[src/design/mfhs_pkg.sv]
// Shared types and constants of the multi-frame histogram stretch block.
`default_nettype none

package mfhs_pkg;

  // Fixed widths of the stream fields and configuration data.
  localparam int PIX_W        = 8;
  localparam int CFG_DATA_W   = 20;
  localparam int CFG_IDX_W    = 2;
  localparam int THRESH_SHIFT = 7;
  localparam int LIMIT_W      = CFG_DATA_W - THRESH_SHIFT;
  localparam int OUT_DATA_W   = 9 * PIX_W;

  // Table build per bin: a load step, a divider setup step, eight quotient
  // steps and a write step.
  localparam int DIV_STEPS = PIX_W;
  localparam int TK_W      = 4;
  localparam logic [TK_W-1:0] TK_LOAD       = 4'd0;
  localparam logic [TK_W-1:0] TK_INIT       = 4'd1;
  localparam logic [TK_W-1:0] TK_STEP_FIRST = 4'd2;
  localparam logic [TK_W-1:0] TK_STEP_LAST  = 4'(DIV_STEPS + 1);
  localparam logic [TK_W-1:0] TK_WRITE      = 4'(DIV_STEPS + 2);

  typedef enum logic [1:0] {
    KIND_NEW_FRAME = 2'd0,
    KIND_COUNT     = 2'd1,
    KIND_COMPUTE   = 2'd2,
    KIND_MAP       = 2'd3
  } kind_e;

  typedef enum logic [CFG_IDX_W-1:0] {
    CFG_CLIP_THRESHOLD = 2'd0,
    CFG_FRAME_SHIFT    = 2'd1,
    CFG_OUT_LOW        = 2'd2,
    CFG_OUT_HIGH       = 2'd3
  } cfg_idx_e;

  typedef enum logic [3:0] {
    ST_INIT,
    ST_IDLE,
    ST_CLEAR,
    ST_CNT_RD,
    ST_CNT_WR,
    ST_MAP_RD,
    ST_MAP_OUT,
    ST_LO,
    ST_HI,
    ST_DRAIN,
    ST_TBL,
    ST_CMP_OUT
  } state_e;

  // Control from the sequencer to each channel datapath.
  typedef struct packed {
    logic hist_re;
    logic hist_we;
    logic hist_zero;
    logic use_px;
    logic rd_valid;
    logic rd_first;
    logic rd_last;
    logic rd_hi;
    logic srch_clr;
    logic tbl_load;
    logic tbl_init;
    logic tbl_step;
    logic tbl_we;
    logic tab_re;
  } ctl_t;

  // Configuration values as the channels use them.
  typedef struct packed {
    logic [LIMIT_W-1:0] limit;
    logic [2:0]         shift;
    logic [PIX_W-1:0]   out_low;
    logic [PIX_W-1:0]   out_high;
    logic [PIX_W-1:0]   span;
  } cfg_t;

endpackage

`default_nettype wire

[src/design/mfhs_ctrl.sv]
// Sequencer: item decode, memory sweeps, search passes and table build.
`default_nettype none

module mfhs_ctrl #(
  parameter int FRAMES = 4,
  parameter int BINS   = 256
) (
  input  wire logic                    clk_i,
  input  wire logic                    rst_ni,
  input  wire logic                    in_valid_i,
  input  wire mfhs_pkg::kind_e         in_kind_i,
  output logic                         in_ready_o,
  input  wire logic                    out_free_i,
  output logic                         out_load_o,
  output logic                         out_compute_o,
  output mfhs_pkg::ctl_t               ctl_o,
  output logic [((FRAMES > 1) ? $clog2(FRAMES) : 1)-1:0] frame_o,
  output logic [$clog2(BINS)-1:0]      sweep_bin_o,
  output logic [$clog2(BINS)-1:0]      rd_bin_o
);
  import mfhs_pkg::*;

  localparam int FB = (FRAMES > 1) ? $clog2(FRAMES) : 1;
  localparam int BB = $clog2(BINS);
  localparam logic [FB-1:0] F_LAST = FB'(FRAMES - 1);
  localparam logic [BB-1:0] B_LAST = BB'(BINS - 1);

  state_e state_q, state_d;
  logic [FB-1:0]   f_q, f_d, oldest_q, oldest_d, newest;
  logic [BB-1:0]   b_q, b_d;
  logic [TK_W-1:0] tk_q, tk_d;
  logic            rd_v_q, rd_first_q, rd_last_q, rd_hi_q, srch_v_q;
  logic [BB-1:0]   rd_bin_q;
  logic            issue, issue_hi, f_last;

  assign newest = (oldest_q == '0) ? F_LAST : oldest_q - 1'b1;
  assign f_last = f_q == F_LAST;

  // State and counters.
  always_ff @(posedge clk_i or negedge rst_ni) begin
    if (!rst_ni) begin
      state_q  <= ST_INIT;
      f_q      <= '0;
      b_q      <= '0;
      tk_q     <= '0;
      oldest_q <= '0;
      rd_v_q   <= 1'b0;
      srch_v_q <= 1'b0;
    end else begin
      state_q  <= state_d;
      f_q      <= f_d;
      b_q      <= b_d;
      tk_q     <= tk_d;
      oldest_q <= oldest_d;
      rd_v_q   <= issue;
      srch_v_q <= rd_v_q & rd_last_q;
    end
  end

  // Tags that travel with a histogram read to its data cycle.
  always_ff @(posedge clk_i) begin
    rd_first_q <= f_q == '0;
    rd_last_q  <= f_last;
    rd_hi_q    <= issue_hi;
    rd_bin_q   <= b_q;
  end

  // Next state and control.
  always_comb begin
    state_d       = state_q;
    f_d           = f_q;
    b_d           = b_q;
    tk_d          = tk_q;
    oldest_d      = oldest_q;
    frame_o       = f_q;
    in_ready_o    = 1'b0;
    out_load_o    = 1'b0;
    out_compute_o = 1'b0;
    issue         = 1'b0;
    issue_hi      = 1'b0;
    ctl_o         = '0;
    case (state_q)
      ST_INIT: begin
        ctl_o.hist_we   = 1'b1;
        ctl_o.hist_zero = 1'b1;
        {f_d, b_d}      = {f_q, b_q} + 1'b1;
        if ((&f_q) && (&b_q)) begin
          state_d = ST_IDLE;
        end
      end
      ST_IDLE: begin
        in_ready_o = 1'b1;
        if (in_valid_i) begin
          case (in_kind_i)
            KIND_NEW_FRAME: begin
              b_d     = '0;
              state_d = ST_CLEAR;
            end
            KIND_COUNT:   state_d = ST_CNT_RD;
            KIND_COMPUTE: begin
              ctl_o.srch_clr = 1'b1;
              f_d            = '0;
              b_d            = '0;
              state_d        = ST_LO;
            end
            default:      state_d = ST_MAP_RD;
          endcase
        end
      end
      ST_CLEAR: begin
        frame_o         = oldest_q;
        ctl_o.hist_we   = 1'b1;
        ctl_o.hist_zero = 1'b1;
        b_d             = b_q + 1'b1;
        if (&b_q) begin
          oldest_d = (oldest_q == F_LAST) ? '0 : oldest_q + 1'b1;
          state_d  = ST_IDLE;
        end
      end
      ST_CNT_RD: begin
        frame_o       = newest;
        ctl_o.use_px  = 1'b1;
        ctl_o.hist_re = 1'b1;
        state_d       = ST_CNT_WR;
      end
      ST_CNT_WR: begin
        frame_o       = newest;
        ctl_o.use_px  = 1'b1;
        ctl_o.hist_we = 1'b1;
        state_d       = ST_IDLE;
      end
      ST_MAP_RD: begin
        ctl_o.tab_re = 1'b1;
        state_d      = ST_MAP_OUT;
      end
      ST_MAP_OUT: begin
        if (out_free_i) begin
          out_load_o = 1'b1;
          state_d    = ST_IDLE;
        end
      end
      ST_LO, ST_HI: begin
        ctl_o.hist_re = 1'b1;
        issue         = 1'b1;
        issue_hi      = state_q == ST_HI;
        f_d           = f_last ? '0 : f_q + 1'b1;
        if (f_last) begin
          b_d = issue_hi ? b_q - 1'b1 : b_q + 1'b1;
        end
        if (f_last && !issue_hi && b_q == B_LAST) begin
          b_d     = B_LAST;
          state_d = ST_HI;
        end
        if (f_last && issue_hi && b_q == BB'(1)) begin
          state_d = ST_DRAIN;
        end
      end
      ST_DRAIN: begin
        if (!rd_v_q && !srch_v_q) begin
          b_d     = '0;
          tk_d    = TK_LOAD;
          state_d = ST_TBL;
        end
      end
      ST_TBL: begin
        tk_d = tk_q + 1'b1;
        if (tk_q == TK_LOAD) begin
          ctl_o.tbl_load = 1'b1;
        end
        if (tk_q == TK_INIT) begin
          ctl_o.tbl_init = 1'b1;
        end
        if (tk_q inside {[TK_STEP_FIRST:TK_STEP_LAST]}) begin
          ctl_o.tbl_step = 1'b1;
        end
        if (tk_q == TK_WRITE) begin
          ctl_o.tbl_we = 1'b1;
          tk_d         = TK_LOAD;
          b_d          = b_q + 1'b1;
          if (b_q == B_LAST) begin
            state_d = ST_CMP_OUT;
          end
        end
      end
      ST_CMP_OUT: begin
        if (out_free_i) begin
          out_load_o    = 1'b1;
          out_compute_o = 1'b1;
          state_d       = ST_IDLE;
        end
      end
      default: state_d = ST_IDLE;
    endcase
    ctl_o.rd_valid = rd_v_q;
    ctl_o.rd_first = rd_first_q;
    ctl_o.rd_last  = rd_last_q;
    ctl_o.rd_hi    = rd_hi_q;
  end

  assign sweep_bin_o = b_q;
  assign rd_bin_o    = rd_bin_q;

endmodule

`default_nettype wire

[config.mk]
export PLATFORM = sky130hd
export DESIGN_NAME = mfhs_ctrl
export DESIGN_NICKNAME = d
export VERILOG_FILES = /design/src/design/mfhs_pkg.sv /design/src/design/mfhs_ctrl.sv
export SDC_FILE = /design/constraint.sdc
export NUM_CORES = 1
export LEC_CHECK = 0
export ABC_CLOCK_PERIOD_IN_PS = 3000
export BUFFER_PORTS_ARGS = -buffer_cell sky130_fd_sc_hd__buf_2
export CAP_MARGIN = 15
export CORE_ASPECT_RATIO = 0.9
export CORE_MARGIN = 4
export CORE_UTILIZATION = 40
export CTS_CLUSTER_DIAMETER = 80
export CTS_CLUSTER_SIZE = 28
export DETAILED_ROUTE_END_ITERATION = 16
export PLACE_DENSITY = 0.73
export SYNTH_ARGS = -nofsm -noshare
export SYNTH_HDL_FRONTEND = slang
export SYNTH_SLANG_ARGS = --single-unit
export TNS_END_PERCENT = 30
[constraint.sdc]
create_clock -name clk_i -period 3 [get_ports clk_i]
set_clock_uncertainty 0.2 [all_clocks]
set_input_delay 0.3 -clock clk_i [delete_from_list [all_inputs] [get_ports clk_i]]
set_output_delay 0.3 -clock clk_i [all_outputs]
set_load 0.01 [all_outputs]
Yosys cells after proc, flatten, opt, wreduce, memory -nomap -nowiden
Cells that the tools add are included.

cells by class
  bitwise logic cells = 1
  multiplexer cells = 47
  reduce and logical (&&, ||, !) cells = 32
  add/subtract/negate cells = 7
  $lt $le $gt $ge = 2
  equal/unequal tests = 30

operators with widths
  cell                     count
  $mux W8                  7
  $mux W4                  12
  $pmux W8 S6              1
  $pmux W4 S9              1
  $eq A4 B4 Y1 const B     5
  $mux W1                  17
  $eq A4 B3 Y1 const B     4
  $reduce_and A8 Y1        2
  $ne A2 B2 Y1 const B     7
  $add A10 B1 Y10 const B  1
  $mux W2                  5
  $reduce_or A2 Y1         5
  $pmux W3 S3              1
  $reduce_and A9 Y1        1
  $add A8 B1 Y8 const B    1
  $eq A4 B1 Y1 const B     2
  $eq A4 B2 Y1 const B     2
  $eq A8 B1 Y1 const B     1
  $eq A8 B8 Y1 const B     1
  $logic_not A4 Y1         2
  $pmux W4 S2              1
  $sub A8 B1 Y8 const B    1
  $logic_and A1 B1 Y1      7
  $eq A2 B2 Y1 const B     3
  20 further kinds         29

word-level totals
  register bits = 33
  logic and storage cells = 130
  output and inout port bits = 35
  input port bits = 6

Logic depth before layout (Yosys ltp)
Gate-level depths: netlist of run 1.

  depth in word-level cells = 7
  mapped depth = 7
  mapped depth without buffers = 7

Worst setup path after synthesis of run 1
OpenSTA, ideal clock, no wires.

  kind = reg-to-output
  from = register state_q[2]
  to = output port frame_o[0] in the netlist's numbering
  data arrival time = 1.654 ns
  stages on the path, launching flop included = 7
  buffers on the path = 2
  data required time = 2.500 ns
  slack = 0.846 ns
  path through = dfrtp_1 -> buf_2 -> clkbuf_1 -> nor3_1 -> mux2i_1 -> nor2_1 -> a21oi_1

between the ends
  longest elaborated chain between the ends = 3
  elaborated cells between the ends (all ways) = 5
  classes of those cells = 3 x eq/ne; 1 x mux; 1 x reduce/logical

ends and longest elaborated chain
  item                                          line             source
  start, declared                               mfhs_ctrl.sv:28  state_e state_q, state_d;
  start signal, assigned                        mfhs_ctrl.sv:50  state_q <= state_d;
  $eq A4 B3 Y1 or $eq A4 B2 Y1 (tied branches)  mfhs_ctrl.sv:82  case (state_q)
  $reduce_or A2 Y1 (no line)                    --
  $pmux W2 S2 *                                 mfhs_ctrl.sv:82
  end, declared                                 mfhs_ctrl.sv:17  output logic [((FRAMES > 1) ? $clog2(FRAMES) : 1)-1:0] frame_o,

Mark *: on every way between the ends. The rest lies on a longest branch, timed or not.

Worst setup path in the final report of run 1
  from = register state_q[1]
  to = output port frame_o[0] in the netlist's numbering

Same word-level chain as after synthesis.

==> results of run 1 <==
==> power breakdown <==
part | switching (mW) | leakage, nW | internal (mW) | total, mW
Sequential | 0.276 | 0.377 | 0.595 | 0.870
Clock | 0.172 | 0.0439 | 0.160 | 0.332
Combinational | 0.841 | 0.714 | 0.627 | 1.47
==> registers in the layout, summed over array words and instances, names as in the netlist <==
| name | cells |
|---|---|
| rd_hi_q | 1 |
| rd_v_q | 1 |
| rd_first_q | 1 |
| tk_q | 4 |
| rd_last_q | 1 |
| f_q | 2 |
| state_q | 4 |
| srch_v_q | 1 |
| sweep_bin_o | 8 |
| rd_bin_o | 8 |
| oldest_q | 2 |
==> cell families (layout without fill, tap and decap cells) <==
group	after synthesis	in the layout	synth area share (%)
simple gates	96	96	25.2
compound gates	75	75	23.7
mux	4	4	1.89
buf+inv	37	72	7.74
fa+ha+maj	8	8	4.59
flops	33	33	35.3
xor+xnor	4	4	1.61
==> layout make-up <==
| type | count | area [µm²] |
|---|---|---|
| clock buffers | 5 | 68.8 |
| clock inverters | 3 | 17.5 |
| fillers | 523 | 2750 |
| inverters | 17 | 63.8 |
| multi-input cells | 187 | 1240 |
| flip-flops and latches | 33 | 771 |
| well taps | 67 | 83.8 |
| repair buffers | 47 | 255 |
==> path summary, 6_finish.rpt <==
kind	to	slack (ns)	cells after the start
max	frame_o[0]	0.37	7
min	state_q[2]$_DFFE_PN0P_	0.22	3
max reg2reg	state_q[1]$_DFFE_PN0P_	0.44	5
min reg2reg	srch_v_q$_DFF_PN0_	0.28	1
max in group asynchronous	tk_q[0]$_DFFE_PN0P_	1.92	2
min in group asynchronous	sweep_bin_o[7]$_DFFE_PN0P_	0.32	2
==> cells in the mapped netlist, types with 2 or more instances <==
master and count:
inv_1 16, a21o_1 3, nand4_1 3, nor4_1 2
nor2_1 19, xnor2_1 3, or2_1 2, nand3_1 9
o2bb2ai_1 2, a22o_1 3, and3_1 2, and2_1 3
or3_1 2, nand4b_1 2, o22ai_1 2, nand2b_1 3
ha_1 8, buf_2 12, a22oi_1 4, a211oi_1 2
a21oi_1 12, buf_4 4, clkbuf_1 3, a31oi_1 6
mux2i_1 3, nand2_1 19, o31ai_1 5, o21ai_0 18
nor2b_1 3, and4b_1 2, or4b_4 2, o211ai_1 4
dfxtp_1 11, nor3_1 12, dfrtp_1 22
==> worst reg2reg max path, stage by stage, from the launching register on <==
cell and delay (ns):
dfrtp_1 0.59, or4b_4 0.73, nor4_4 0.33, a21o_1 0.17, nand3_2 0.10, mux2_1 0.33
==> per-stage QoR <==
| stage | std cells | setup WS [ns] |
|---|---|---|
| floorplan | 257 | 0.846 |
| global placement | 350 | 0.513 |
| global route | 359 | 0.188 |
| finish | 359 | 0.373 |
| detailed placement | 350 | 0.480 |
| CTS | 359 | 0.422 |
==> repair_timing <==
item | CTS | global route
hold endpoints to repair | 22 | 0
hold buffers | 1 | 0
setup buffers | 0 | 0
==> metal layers <==
metal,up-vias,GRT usage (%),part of all wire [%],wire [µm]
li1,1012,-,-,-
met4,0,6.80,1.8,108
met5,-,0,0,0
met2,104,26.7,45,2620
met3,9,3.99,8.0,471
met1,961,27.0,45,2670
==> reports/metrics.csv, run 1 <==
stage;metric;value;unit
run_status;status;finished, final reports clean;
layout;layout net count;305;
global_routing;largest net degree at the start of global routing;23;
drt;First-pass DRT Iterations;4;
timing;final setup fails;0;
setup_path;Crit path largest cell delay;0.71;ns
yosys;Area contributors post-synth;dfrtp_1, dfxtp_1, ha_1, o21ai_0, nand2_1;
global_routing;All-Layer GR Usage;18.5;%
clocking;CTS buffer count;5;
timing;Slew @ Worst Pin;0.611;ns
setup_path;CP startpoint kind;register;
clocking;CTS tree;yes;
clocking;Clock Sinks;33;
clocking;worst skew pair latency;0.29;ns
global_routing;initial antenna violation count;0;
timing;Slew Viols, Final;0;
timing;final worst path period share;87.6;%
yosys;register bit total from synthesis;33;
layout;ant diodes;0;
placement;DP HPWL;4140;µm
global_routing;total gr overflow;0;
timing;Final Hold Viols;0;
setup_path;R2R Path Start;state_q[1]$_DFFE_PN0P_;
yosys;Post-synth EDFFs;0;
layout;post-route cell area;2500;µm²
drt;Post-Route WL;5870;µm
worst_hold_path;Worst Hold Launch;in_kind_i[1];
floorplan;row cnt;25;
floorplan;die footprint;6700;µm²
yosys;Synthesized Nets;271;
yosys;distinct cell type count after synthesis;64;
setup_path;Crit. End Element;output pin;
yosys;sequential share of the synthesized area;35.3;%
setup_path;critical-path cell with the highest stage delay;dfrtp_1;
pwr;pwr dens;1070;nW/µm²
worst_hold_path;hold crit path type;in2reg;
placement;Post-DP Area;2410;µm²
yosys;Post-Syn Area;2180;µm²
clocking;Clock Tree Buf Depth;2;
yosys;Post-Syn Instances;257;
placement;port bufs;40;
yosys;Ys Warns;0;
setup_path;crit path launch;state_q[1]$_DFFE_PN0P_;
floorplan;Top Ports;41;
drt;vias per inst;5.81;
setup_path;Critical Path, Cell by Cell;nand2b_1, nor3_1, buf_4, mux2i_1, nor2_1, a21oi_1, buf_2;
drt;Via Count;2086;
floorplan;Die Width;85.9;µm
clocking;H-tree depth;2;
layout;Final Core Density;47.6;%
setup_path;WP data arrival;2.13;ns
timing;setup TNS;0;ns
yosys;Yosys top cell area share;25.2;%
floorplan;die height;78.1;µm
timing;Tmin final;2.63;ns
placement;GP Congestion;0.896;
layout;most common cell after layout, fill and taps aside;buf_2;
setup_path;Critical Path Fanout Max;21;
drt;Detail Route Antenna Nets;0;
yosys;ys flop type;dfrtp_1;
yosys;Mapped Avg Cell Area;8.49;µm²
clocking;post-CTS sizing;0;
timing;Max Clock Freq;0.381;GHz
drt;drt drc;0;
setup_path;Worst EP required;2.50;ns
setup_path;top cell family by delay on the critical path;flip-flops;
setup_path;CP Buf/Inv Count;2;
timing;unrepaired setup endpoints after global routing;no;
clocking;clk slew on worst S/H paths;0.08;ns
setup_path;kind of critical path;reg2out;
pwr;Leak;1.14;nW
pwr;Tot Pwr;2.67;mW
clocking;CTS root buf;clkbuf_8;
job;maxcap violations;0;
global_routing;vias in the first global route;1953;
global_routing;first-pass GRT wire length;9840;µm
timing;Worst slew margin;59.3;%
floorplan;core area;5260;µm²
drt;Routed wire per std cell;16.3;µm
floorplan;Starting Density;41.5;%
timing;Hold Worst Slack;0.221;ns
pwr;worst vdd ir;0.000417;V
layout;share of cells above drive strength 1;22.3;%
drt;Iter 0 DRT Violations;182;
yosys;Post-synth ARST share;66.7;%
layout;commonest cells after routing, fill and taps aside;buf_2, dfrtp_1, nand2_1, nor2_1, o21ai_0;
layout;Area growth, synth to finish;14.7;%
yosys;Yosys top cell by area;dfrtp_1;
(Power assumes the default switching activity.)
==> run 2, diff against run 1 <==
--- a/config.mk
+++ b/config.mk
@@ -5,16 +5,18 @@
 export SDC_FILE = /design/constraint.sdc
 export NUM_CORES = 1
 export LEC_CHECK = 0
-export ABC_CLOCK_PERIOD_IN_PS = 3000
+export ABC_AREA = 1
+export ABC_CLOCK_PERIOD_IN_PS = 2300
 export BUFFER_PORTS_ARGS = -buffer_cell sky130_fd_sc_hd__buf_2
 export CAP_MARGIN = 15
 export CORE_ASPECT_RATIO = 0.9
 export CORE_MARGIN = 4
 export CORE_UTILIZATION = 40
+export CTS_BUF_LIST = sky130_fd_sc_hd__clkbuf_4 sky130_fd_sc_hd__clkbuf_8 sky130_fd_sc_hd__clkbuf_16
 export CTS_CLUSTER_DIAMETER = 80
 export CTS_CLUSTER_SIZE = 28
 export DETAILED_ROUTE_END_ITERATION = 16
-export PLACE_DENSITY = 0.73
+export PLACE_DENSITY = 0.75
 export SYNTH_ARGS = -nofsm -noshare
 export SYNTH_HDL_FRONTEND = slang
 export SYNTH_SLANG_ARGS = --single-unit
==> constraint.sdc (replaced) <==
create_clock -name clk_i -period 2.3 [get_ports clk_i]
set_clock_uncertainty 0.2 [all_clocks]
set_input_delay 0.23 -clock clk_i [delete_from_list [all_inputs] [get_ports clk_i]]
set_output_delay 0.23 -clock clk_i [all_outputs]
set_load 0.01 [all_outputs]
==> run 2 against run 1 <==
Against the previous run: utilization increased by 1.2 points; global-route usage decreased by 1.3 points; sequential share of layout area decreased by 0.60 points; power decreased by 60%; largest power group is now registers.
==> reports/metrics.csv, run 2 <==
stage;metric;value;unit
floorplan;core area;5260;µm²
timing;Final Hold Viols;0;
drt;vias per inst;5.09;
timing;Max Clock Freq;0.451;GHz
setup_path;Reg2Reg Setup Slack;0.23;ns
yosys;Synthesized Nets;349;
clocking;H-tree depth;2;
global_routing;initial antenna violation count;0;
floorplan;row cnt;25;
layout;Final Core Density;48.8;%
placement;DP Cell Count;436;
setup_path;R2R Path Start;state_q[1]$_DFFE_PN0P_;
global_routing;total gr overflow;0;
yosys;Post-Syn Area;2180;µm²
global_routing;vias in the first global route;2067;
drt;Via Count;2271;
layout;most common cell after layout, fill and taps aside;nand2_1;
layout;Area growth, synth to finish;17.7;%
yosys;Area contributors post-synth;dfrtp_1, nand2_1, dfxtp_1, inv_1, nand3_1;
layout;layout net count;392;
pwr;pwr dens;420;nW/µm²
yosys;Ys Warns;0;
placement;DP HPWL;4230;µm
timing;Tmin final;2.22;ns
drt;Post-Route WL;5600;µm
pwr;Tot Pwr;1.08;mW
placement;port bufs;40;
clocking;CTS root buf;clkbuf_8;
timing;final setup fails;0;
setup_path;WP data arrival;1.79;ns
yosys;Post-Syn Instances;335;
clocking;worst skew pair latency;0.28;ns
drt;Detail Route Antenna Nets;0;
run_status;status;finished, final reports clean;
layout;commonest cells after routing, fill and taps aside;nand2_1, inv_1, nor2_1;
job;maxcap violations;0;
yosys;Yosys top cell area share;25.3;%
global_routing;first-pass GRT wire length;9440;µm
timing;final worst path period share;96.4;%
clocking;CTS tree;yes;
floorplan;die footprint;6690;µm²
layout;share of cells above drive strength 1;18.2;%
drt;drt drc;0;
drt;Iter 0 DRT Violations;307;
layout;ant diodes;0;
setup_path;Worst EP required;1.87;ns
yosys;sequential share of the synthesized area;35.4;%
yosys;distinct cell type count after synthesis;23;
timing;setup TNS;0;ns
yosys;count leader, synth;nand2_1;
timing;Slew @ Worst Pin;0.507;ns
clocking;CTS buffer count;5;
yosys;Yosys top cell by area;dfrtp_1;
clocking;Clock Tree Buf Depth;2;
timing;Slew Viols, Final;0;
pwr;worst vdd ir;0.000273;V
floorplan;Die Width;85.8;µm
setup_path;Crit. End Element;output pin;
setup_path;kind of critical path;reg2out;
worst_hold_path;Cells on Worst Hold Path;6;
layout;Post-Layout Cell Count;446;
drt;Routed wire per std cell;12.5;µm
setup_path;RR Endpoint;state_q[3]$_DFFE_PN0P_;
setup_path;Critical Path Fanout Max;8;
drt;First-pass DRT Iterations;5;
pwr;Leak;1.38;nW
yosys;register bit total from synthesis;33;
floorplan;Starting Density;41.5;%
floorplan;Top Ports;41;
yosys;Mapped Avg Cell Area;6.50;µm²
yosys;Post-synth EDFFs;0;
global_routing;All-Layer GR Usage;17.2;%
yosys;ys flop type;dfrtp_1;
setup_path;CP startpoint kind;register;
clocking;clk slew on worst S/H paths;0.06;ns
worst_hold_path;hold worst-path end;state_q[1]$_DFFE_PN0P_;
global_routing;largest net degree at the start of global routing;23;
worst_hold_path;hold crit path type;in2reg;
clocking;Clock Sinks;33;
floorplan;die height;78.0;µm
yosys;Post-synth ARST share;66.7;%
worst_hold_path;Worst Hold Launch;in_kind_i[1];
timing;Worst slew margin;66.2;%
layout;fillers;544;
placement;GP Congestion;0.945;
yosys;Post-synth top cells;nand2_1, inv_1, nor2_1;
setup_path;R2R depth;9;
-- run 2: changes by cell type in the layout (fill, tap and decap cells not counted), moves of 8 or more --
cell	previous run	this run
nand3_1	9	33
nor2_1	19	41
nor3_1	12	3
nand2_1	19	99
a21oi_1	12	4
inv_1	16	50
-- run 2: how the worst max path moves through the flow --
stage,startpoint,end,slack [ns]
2_1_floorplan,state_q[0]$_DFFE_PN0P_,frame_o[0],0.39
3_3_place_gp,state_q[2]$_DFFE_PN0P_,f_q[0]$_DFFE_PN0P_,0.25
3_5_place_dp,state_q[2]$_DFFE_PN0P_,f_q[0]$_DFFE_PN0P_,0.25
4_1_cts,state_q[2]$_DFFE_PN0P_,ctl_o[5],0.05
5_1_grt,state_q[3]$_DFFE_PN0P_,ctl_o[5],-0.008
6_report,state_q[3]$_DFFE_PN0P_,ctl_o[5],0.08
-- run 2: timing repair --
action,in CTS,in global routing
gates resized for setup,2,7
hold buffers,1,0
setup buffers,0,1
hold endpoints to repair,22,0
pin swaps,0,1
endpoints found under the setup margin,2,3
-- run 2: final cells by class --
type | count | area, µm² | share of cell area [%]
Multi-Input combinational cell | 243 | 1180 | 46.2
Sequential cell | 33 | 774 | 30.2
Timing Repair Buffer | 43 | 225 | 8.78
Inverter | 52 | 195 | 7.61
Clock buffer | 7 | 96.3 | 3.76
Tap cell | 67 | 83.8 | 3.27
Clock inverter | 1 | 5.00 | 0.195
-- run 2: critical path, cell delays in order (launching register included) --
cell     delay [ns]
dfrtp_2        0.46
inv_2          0.11
nand2_1        0.19
nor2_4         0.20
nand2_1        0.15
nor3_4         0.22
buf_2          0.18
-- run 2: cells by family (layout without fill, tap and decap cells) --
family / Yosys count / after routing / share of synthesized area [%]
simple gates: 198 / 198 / 39.3
buf+inv: 59 / 103 / 11.1
compound gates: 34 / 34 / 8.33
flops: 33 / 33 / 35.4
fa+ha+maj: 8 / 8 / 4.60
xor+xnor: 3 / 3 / 1.21
-- run 2: report_power, final --
group	internal, mW	leakage [nW]	switching, mW	total (mW)
sequential	0.577	0.367	0	0.577
combinational	0.00461	0.958	0.0121	0.0167
clock	0.270	0.0542	0.212	0.482
total	0.852	1.38	0.224	1.08
-- run 2: metrics by stage --
stage | hold WS (ns) | setup WS, ns | area [µm²]
3_3_place_gp | 0.0375 | 0.246 | 2420
2_1_floorplan | -0.266 | 0.395 | 2180
5_1_grt | 0.256 | -0.00773 | 2560
6_report | 0.203 | 0.0830 | 2560
4_1_cts | 0.169 | 0.0506 | 2540
3_5_place_dp | 0.0417 | 0.248 | 2420
-- run 2: routing by layer --
metal | GRT usage (%) | share of wire, %
met5 | 0 | 0
met4 | 4.59 | 1.1
met3 | 4.20 | 8.5
met2 | 25.5 | 42
met1 | 24.9 | 49
==> run 3, diff against run 2 <==
--- a/config.mk
+++ b/config.mk
@@ -11,12 +11,12 @@
 export CAP_MARGIN = 15
 export CORE_ASPECT_RATIO = 0.9
 export CORE_MARGIN = 4
-export CORE_UTILIZATION = 40
+export CORE_UTILIZATION = 30
 export CTS_BUF_LIST = sky130_fd_sc_hd__clkbuf_4 sky130_fd_sc_hd__clkbuf_8 sky130_fd_sc_hd__clkbuf_16
 export CTS_CLUSTER_DIAMETER = 80
 export CTS_CLUSTER_SIZE = 28
 export DETAILED_ROUTE_END_ITERATION = 16
-export PLACE_DENSITY = 0.75
+export PLACE_DENSITY = 0.62
 export SYNTH_ARGS = -nofsm -noshare
 export SYNTH_HDL_FRONTEND = slang
 export SYNTH_SLANG_ARGS = --single-unit
==> run 3 against run 2 <==
Against the previous run: count of clock-buffer cells in the layout did not move; combinational power increased by 3%; highest routed layer unchanged; via count fell by 2.3%; design area rose by 1.7%; register-to-register slack is essentially flat; largest power group unchanged; global-route usage down 3.5 points; clock power up 19%.
==> reports/metrics.csv, run 3 (synthesis results as in run 2) <==
stage;metric;value;unit
layout;ant diodes;0;
setup_path;Reg2Reg Setup Slack;0.23;ns
timing;Max Clock Freq;0.461;GHz
clocking;CTS buffer count;5;
global_routing;All-Layer GR Usage;13.7;%
floorplan;core area;7040;µm²
layout;commonest cells after routing, fill and taps aside;nand2_1, inv_1, nor2_1;
placement;port bufs;40;
global_routing;initial antenna violation count;0;
job;maxcap violations;0;
setup_path;CP Buf/Inv Count;2;
pwr;sw frac;19.0;%
setup_path;top cell family by delay on the critical path;compound AO/OA/AOI/OAI gates;
placement;DP HPWL;4520;µm
pwr;Reg power frac;49.4;%
clocking;Clock Tree Buf Depth;2;
global_routing;vias in the first global route;2043;
pwr;power share of the clock group;49.1;%
floorplan;Starting Density;30.9;%
drt;Iter 0 DRT Violations;197;
global_routing;total gr overflow;0;
timing;Worst slew margin;62.6;%
clocking;Clock Sinks;33;
layout;Final Core Density;37.1;%
timing;Slew Viols, Final;0;
timing;final setup fails;0;
clocking;CTS root buf;clkbuf_8;
setup_path;Critical Path Fanout Max;8;
layout;fillers;775;
timing;Final Hold Viols;0;
timing;setup TNS;0;ns
pwr;worst vdd ir;0.000187;V
drt;Post-Route WL;5830;µm
layout;Area growth, synth to finish;19.8;%
pwr;Leak;1.39;nW
drt;First-pass DRT Iterations;5;
worst_hold_path;hold crit path type;reg2reg;
floorplan;die footprint;8690;µm²
clocking;worst skew pair latency;0.28;ns
floorplan;Top Ports;41;
global_routing;first-pass GRT wire length;9740;µm
timing;Slew @ Worst Pin;0.562;ns
clocking;clk slew on worst S/H paths;0.07;ns
pwr;switching power;0.222;mW
timing;Tmin final;2.17;ns
layout;flip-flop and latch area;772;µm²
pwr;pwr dens;448;nW/µm²
drt;Routed wire per std cell;12.3;µm
pwr;Int Power;0.947;mW
setup_path;kind of critical path;reg2out;
setup_path;Critical Path, Cell by Cell;inv_2, nand2_1, o21ai_1, o21ai_0, o211ai_1, buf_2;
placement;GP Congestion;0.921;
drt;Via Count;2218;
layout;Multi-input gate area;1170;µm²
run_status;status;finished, final reports clean;
drt;Detail Route Antenna Nets;0;
setup_path;Crit path largest cell delay;0.47;ns
setup_path;CP startpoint kind;register;
setup_path;Crit. End Element;output pin;
drt;vias per inst;4.69;
global_routing;largest net degree at the start of global routing;23;
layout;most common cell after layout, fill and taps aside;nand2_1;
timing;final worst path period share;94.3;%
layout;share of cells above drive strength 1;17.4;%
layout;layout net count;393;
drt;drt drc;0;
floorplan;Die Width;97.8;µm
floorplan;row cnt;29;
setup_path;Worst EP required;1.87;ns
setup_path;WP data arrival;1.74;ns
clocking;CTS tree;yes;
floorplan;die height;88.8;µm
clocking;H-tree depth;2;
timing;unrepaired setup endpoints after global routing;yes;
setup_path;critical-path cell with the highest stage delay;dfrtp_1;
pwr;Comb power frac;1.5;%
[run 3: metrics by stage]
| step | power (mW) | hold WS [ns] | cells | cell area, µm² | setup slack, ns |
|---|---|---|---|---|---|
| floorplan | 0.591 | -0.266 | 335 | 2180 | 0.395 |
| CTS | 1.19 | 0.198 | 473 | 2600 | 0.0940 |
| global route | 1.22 | 0.235 | 473 | 2610 | 0.00265 |
| global placement | 0.605 | 0.0555 | 464 | 2470 | 0.280 |
| finish | 1.17 | 0.227 | 473 | 2610 | 0.132 |
| detailed placement | 0.605 | 0.0567 | 464 | 2470 | 0.276 |
[run 3: worst paths after layout]
path	cells after the start	from	to
setup / recovery	6	state_q[3]$_DFFE_PN0P_	frame_o[0]
hold / removal	2	rd_last_q$_DFF_P_	srch_v_q$_DFF_PN0_
setup reg to reg	9	sweep_bin_o[1]$_DFFE_PN0P_	state_q[2]$_DFFE_PN0P_
hold reg to reg	2	rd_last_q$_DFF_P_	srch_v_q$_DFF_PN0_
max in group asynchronous	2	rst_ni	state_q[0]$_DFFE_PN0P_
min in group asynchronous	2	rst_ni	sweep_bin_o[7]$_DFFE_PN0P_
[run 3: area by class of cell]
class / count / area share, %
clock inverters: 1 / 1.15
multi-input cells: 243 / 44.9
inverters: 52 / 7.48
repair buffers: 44 / 8.92
clock buffers: 7 / 3.45
flip-flops and latches: 33 / 29.6
well taps: 93 / 4.46
[run 3: what timing repair did]
| item | CTS | global route |
|---|---|---|
| endpoints found under the setup margin | 1 | 4 |
| gates resized for setup | 1 | 4 |
| buffers inserted | 0 | 0 |
| endpoints found under the hold margin | 22 | 0 |
| hold buffers | 1 | 0 |
| pin swaps | 0 | 0 |
[run 3: power by group through the flow]
| stage | logic (mW) | clock network (mW) | registers [mW] |
|---|---|---|---|
| 5_1_grt | 0.0203 | 0.623 | 0.577 |
| 2_1_floorplan | 0.00174 | 0 | 0.589 |
| 3_5_place_dp | 0.0167 | 0 | 0.589 |
| 6_report | 0.0172 | 0.574 | 0.577 |
| 4_1_cts | 0.0183 | 0.598 | 0.577 |
| 3_3_place_gp | 0.0165 | 0 | 0.589 |
[run 3: worst reg2reg max path, cell delays in order (launching register included)]
cell	delay, ns
dfrtp_1	0.45
ha_1	0.22
nand3_1	0.14
inv_1	0.14
nand2_1	0.14
nand2_1	0.10
nand4_1	0.23
nor2_2	0.22
nand2_1	0.10
nand2_1	0.08
[run 3: layer usage]
layer  part of all wire [%]  track usage, %  vias up
met5                      0               0        -
met4                   0.91            3.02        0
met3                    6.0            3.31        8
met2                     43            20.8       75
met1                     50            19.9      996
li1                       -               -     1139
